<file path="src/rtl/lif_pkg.sv">
// lif_pkg: shared constants, codes and types of the line intersection finder
// no dependencies; compiled before the interfaces and all modules

package lif_pkg;

  // default module parameters
  localparam int DEF_MAX_EDGES  = 64;
  localparam int DEF_COORD_BITS = 16;

  // fixed field widths
  localparam int SLOT_W     = 6;
  localparam int CROSS_W    = 12;
  localparam int SIZE_W     = 13;
  localparam int EDGES_W    = 7;
  localparam int CFG_IDX_W  = 2;
  localparam int CFG_DATA_W = 13;
  localparam int CNT_W      = 7;
  localparam int STEP_W     = $clog2(CROSS_W + 1);

  // limits and reset values
  localparam logic [SIZE_W-1:0]  SIZE_CAP    = 13'd4096;
  localparam logic [CNT_W-1:0]   MAX_RESULTS = 7'd64;
  localparam logic [SIZE_W-1:0]  RST_WIDTH   = 13'd1024;
  localparam logic [SIZE_W-1:0]  RST_HEIGHT  = 13'd1024;
  localparam logic [EDGES_W-1:0] RST_EDGES   = 7'd0;

  // input operation codes
  typedef enum logic {
    OP_LOAD  = 1'b0,
    OP_QUERY = 1'b1
  } lif_opcode_t;

  // configuration register indexes
  typedef enum logic [CFG_IDX_W-1:0] {
    CFG_WIDTH  = 2'd0,
    CFG_HEIGHT = 2'd1,
    CFG_EDGES  = 2'd2
  } lif_cfg_idx_t;

  // multiply steps of one line pair, in issue order
  typedef enum logic [3:0] {
    MUL_C1A,
    MUL_C1B,
    MUL_C2A,
    MUL_C2B,
    MUL_DETA,
    MUL_DETB,
    MUL_NXA,
    MUL_NXB,
    MUL_NYA,
    MUL_NYB
  } lif_mul_t;

  // sequencer states
  typedef enum logic [3:0] {
    ST_IDLE,
    ST_READ,
    ST_PREP,
    ST_MUL,
    ST_FIN,
    ST_XSTART,
    ST_XWAIT,
    ST_YSTART,
    ST_YWAIT,
    ST_KEEP,
    ST_NEXT,
    ST_DONE
  } lif_state_t;

  // divider status back to the sequencer
  typedef struct packed {
    logic               done;
    logic               reject;
    logic [CROSS_W-1:0] quo;
  } lif_div_res_t;

endpackage

</file>
<file path="src/rtl/lif_div.sv">
// lif_div: bounded restoring divider, one quotient bit per cycle
// depends on lif_pkg; quotient is checked against 0 <= q < limit

module lif_div #(
  parameter int COORD_BITS = lif_pkg::DEF_COORD_BITS
) (
  input  logic                           clk,
  input  logic                           rst_n,
  input  logic                           start,
  input  logic signed [3*COORD_BITS+3:0] num,
  input  logic signed [2*COORD_BITS+2:0] den,
  input  logic [lif_pkg::SIZE_W-1:0]     limit,
  output lif_pkg::lif_div_res_t          res
);
  import lif_pkg::*;

  localparam int NUM_W = 3*COORD_BITS + 4;
  localparam int DET_W = 2*COORD_BITS + 3;
  localparam int MAG_W = 3*COORD_BITS + 2;
  localparam int DM_W  = 2*COORD_BITS + 2;
  localparam int REM_W = (MAG_W > DM_W + CROSS_W) ? MAG_W : DM_W + CROSS_W;

  logic [NUM_W-1:0]   num_abs;
  logic [DET_W-1:0]   den_abs;
  logic [REM_W-1:0]   rem_r;
  logic [REM_W-1:0]   dsh_r;
  logic [STEP_W-1:0]  step_r;
  logic [CROSS_W-1:0] quo_r;
  logic [SIZE_W-1:0]  lim_r;
  logic               over_r;
  logic               neg_r;
  logic               busy_r;
  logic               done_r;
  logic               ge;

  // operand magnitudes
  assign num_abs = num[NUM_W-1] ? $unsigned(-num) : $unsigned(num);
  assign den_abs = den[DET_W-1] ? $unsigned(-den) : $unsigned(den);

  // one trial subtract per cycle
  assign ge = (rem_r >= dsh_r);

  // control
  always_ff @(posedge clk) begin
    if (!rst_n) begin
      busy_r <= 1'b0;
      done_r <= 1'b0;
    end else begin
      done_r <= 1'b0;
      if (start) begin
        busy_r <= 1'b1;
      end else if (busy_r && step_r == '0) begin
        busy_r <= 1'b0;
        done_r <= 1'b1;
      end
    end
  end

  // datapath: top step only detects a quotient of 4096 or more
  always_ff @(posedge clk) begin
    if (start) begin
      rem_r  <= REM_W'(MAG_W'(num_abs));
      dsh_r  <= REM_W'(DM_W'(den_abs)) << CROSS_W;
      step_r <= STEP_W'(CROSS_W);
      neg_r  <= num[NUM_W-1] ^ den[DET_W-1];
      lim_r  <= limit;
    end else if (busy_r) begin
      if (ge) begin
        rem_r <= rem_r - dsh_r;
      end
      dsh_r  <= dsh_r >> 1;
      step_r <= step_r - STEP_W'(1);
      if (step_r == STEP_W'(CROSS_W)) begin
        over_r <= ge;
      end else begin
        quo_r <= {quo_r[CROSS_W-2:0], ge};
      end
    end
  end

  // status: reject negative, too large or out of window
  assign res.done   = done_r;
  assign res.quo    = quo_r;
  assign res.reject = over_r | (neg_r & (|quo_r)) | ({1'b0, quo_r} >= lim_r);

endmodule

</file>
<file path="config.mk">
export PLATFORM = sky130hd
export DESIGN_NAME = lif_div
export DESIGN_NICKNAME = d
export VERILOG_FILES = /design/src/rtl/lif_pkg.sv /design/src/rtl/lif_div.sv
export SDC_FILE = /design/constraint.sdc
export NUM_CORES = 1
export LEC_CHECK = 0
export CAP_MARGIN = 0
export CORE_ASPECT_RATIO = 1.25
export CORE_UTILIZATION = 59
export CTS_CLUSTER_SIZE = 10
export DETAILED_ROUTE_END_ITERATION = 16
export DONT_BUFFER_PORTS = 1
export PLACE_DENSITY = 0.78
export SYNTH_ARGS = -nofsm -noshare
export SYNTH_HDL_FRONTEND = slang
export SYNTH_SLANG_ARGS = --single-unit
</file>
<file path="constraint.sdc">
create_clock -name clk -period 4.2 [get_ports clk]
set_input_delay 0.42 -clock clk [delete_from_list [all_inputs] [get_ports clk]]
set_output_delay 0.42 -clock clk [all_outputs]
set_load 0.02 [all_outputs]
</file>
==> impl_metrics.tcl <==
set metrics [dict create \
    status "complete, no violations" \
    path_class "reg2reg" \
    synth_edf_count 111 \
    fin_skew_ps 10.0 \
    worstReg2RegStart "rem_r[0]" \
    synth_top_family_by_area "compound AO/OA/AOI/OAI gates" \
    drive_gt1_frac 0.0553 \
    met3_usage 0.0520 \
    core-area_sq_um 16300 \
    die-width_um 118 \
    port_buffers 0 \
    holdPathStages 0 \
    fp.dieH_um 147 \
    syn_area_sq_um 9940 \
    initial_core_util 0.609 \
    clk_latency_ps 440 \
    cts_resized 0 \
    pre_cts_ws_ps 505 \
    ys_warn_count 0 \
    netlist.area_leader.share 0.335 \
    powerDensity_nw_per_um2 538 \
    h-tree-depth 4 \
    synth_compound_area_frac 0.208 \
    drcViolationCount 0 \
    gp_congestion 0.946 \
    hold_buffers 0 \
    synth_seq_area_share 0.372 \
    wl_um 25100 \
    whs_ps 74.8 \
    grt_max_degree 111 \
    clk_pin_slew_ps 60 \
    ios 117 \
    clockBufferDepth 2 \
    antenna_found_initial 0 \
    max_freq_ghz 0.270 \
    grt_pass1_wl_um 40500 \
    required_ps 4280 \
    setup-violations-final 0 \
    hold_path.class "in2reg" \
    min_period_over_period 0.881 \
    arrival_ps 3780 \
    yosys-top-cells-area "edfxtp_1 (34%), ha_1 (7.7%), xnor2_1 (5.8%), xor2_1 (5.2%), o21ai_0 (4.3%)" \
    max_slew_margin 0.216 \
    vias 8386 \
    synth-xor-area-share 0.110 \
    synth_fa_ha_area_frac 0.0788 \
    drt_iter0_markers 611 \
    synth_top_area_cell "edfxtp_1" \
    nets 1255 \
    via_per_inst 6.36 \
    layout.cells.non_filler 1319 \
    drv_slew 0 \
    area_growth_pct 6.33 \
    use_met1 0.360 \
    async_flop_share 0 \
    synth_cell_types 69 \
    post_drt_wl_per_cell_um 19.1 \
    synth_commonest_cells "edfxtp_1 (111), nand2_1 (101), o21ai_0 (85)" \
    syn-mean-instance-area_sq_um 8.84 \
    diodes 0 \
    synth.most_common_cell "edfxtp_1" \
    grt_setup_unrepaired "no" \
    grt-ovfl-total 0 \
    hold_viol 0 \
    synth.area.mux_share 0.0172 \
    first_global_vias 8251 \
    period_minus_slack_ps 3700 \
    syn_nets 1289 \
    reg2reg_to "rem_r[24]" \
    startpoint "rem_r[0]" \
    synth_cells 1124 \
    cp-start-kind "register" \
    fin_setup_tns_ps 0 \
    synth_simple_gate_area_share 0.162 \
    worst_slack_ps 499 \
    grt_usage 0.296 \
    root_buffer "clkbuf_16" \
    dp_hpwl_um 18400 \
    use_met2 0.510 \
    synth_ff_type "edfxtp_1" \
    place_inst 1287 \
    cts_sinks 129 \
    rows 52 \
    rr_worst_depth 12 \
    ys_seq_elements 129 \
    first_pass_iters 5 \
    end_kind "register" \
    cts_tree "yes" \
    p_leak_nw 3.97 \
    ir_drop_v 0.000359 \
    tightest_slew_ps 1180 \
    cap_violations 0 \
    crit_fanout 30 \
    grt_busiest_layer "met2" \
    die_area_sq_um 17400 \
    critPathCapture "rem_r[24]" \
    reg2reg_slack_ps 500 \
    cts_setup_buffers 0 \
    ant_nets 0 \
    cts_buffers 17 \
]
## cell families after synthesis
family	count (synthesis)
AOI/OAI and AO/OA	327
and+or+nand+nor	327
buffers and inverters	137
DFF	129
xor gates and xnor gates	125
adders and majority gates	62
muxes	17
## cell type report
cell class	instances	area, sq um
well taps	216	270
fillers	1362	5760
repair buffers	4	30.0
clock buffers	17	425
clock inverters	15	123
inverters	80	300
multi-input cells	858	5730
flip-flops and latches	129	3690
## flip-flops by register name (all words and copies together) (netlist names), 4 cells and up
name / flops
lim_r: 13
quo_r: 12
rem_r: 50
dsh_r: 46
step_r: 4
## how the worst min path moves through the flow
stage,start,endpoint
2_1_floorplan,dsh_r[0],dsh_r[0]
3_3_place_gp,dsh_r[0],dsh_r[0]
3_5_place_dp,step_r[1],step_r[1]
4_1_cts,start,step_r[0]
5_1_grt,limit[11],lim_r[11]
6_report,limit[7],lim_r[7]
## placed cells by master, fill, tap and decap left out, types with 7 or more instances in the layout
cell type    n
edfxtp_1   111
nand2_1    101
o21ai_0     85
a21oi_1     83
nor2_1      81
inv_1       79
xnor2_1     66
ha_1        61
xor2_1      59
o31ai_1     29
o22ai_1     26
nand3_1     23
a21o_1      19
dfxtp_1     18
nand4_1     17
clkbuf_16   17
a31oi_1     16
nor3_1      16
mux2i_1     16
o41ai_1     15
nor4_1      13
or3_1       12
or4_1       11
nand2b_1    10
nor2b_1     10
or2_2        9
o21a_1       7
## worst max-delay path, stage by stage (launching register included)
cell and delay (ps):
edfxtp_1 320, inv_1 40, ha_1 220, fa_1 380, nand2b_1 190, a21oi_1 170, o21ai_0 200, a41o_1 340
a21o_1 210, o41ai_1 520, or2_2 230, a21o_2 130, buf_4 370
## layer usage
metal / up-vias / wire, um
li1: 4055 / -
met1: 3972 / 10300
met2: 297 / 12500
met3: 62 / 1340
met4: 0 / 938
met5: - / 0
## power breakdown
group	internal [W]	switching [W]
sequential	0.00169	0.0000956
combinational	0.000995	0.00152
clock	0.000767	0.000620
total	0.00346	0.00223
## metrics by stage
| step | util | total power [W] | area [sq um] |
|---|---|---|---|
| final | 0.647 | 0.00569 | 10600 |
| after floorplan | - | 0.00374 | 9940 |
| after global placement | 0.614 | 0.00421 | 10000 |
| after global routing | 0.647 | 0.00603 | 10600 |
| after CTS | 0.647 | 0.00566 | 10600 |
| after detailed placement | 0.614 | 0.00426 | 10000 |
(Power assumes the default switching activity.)
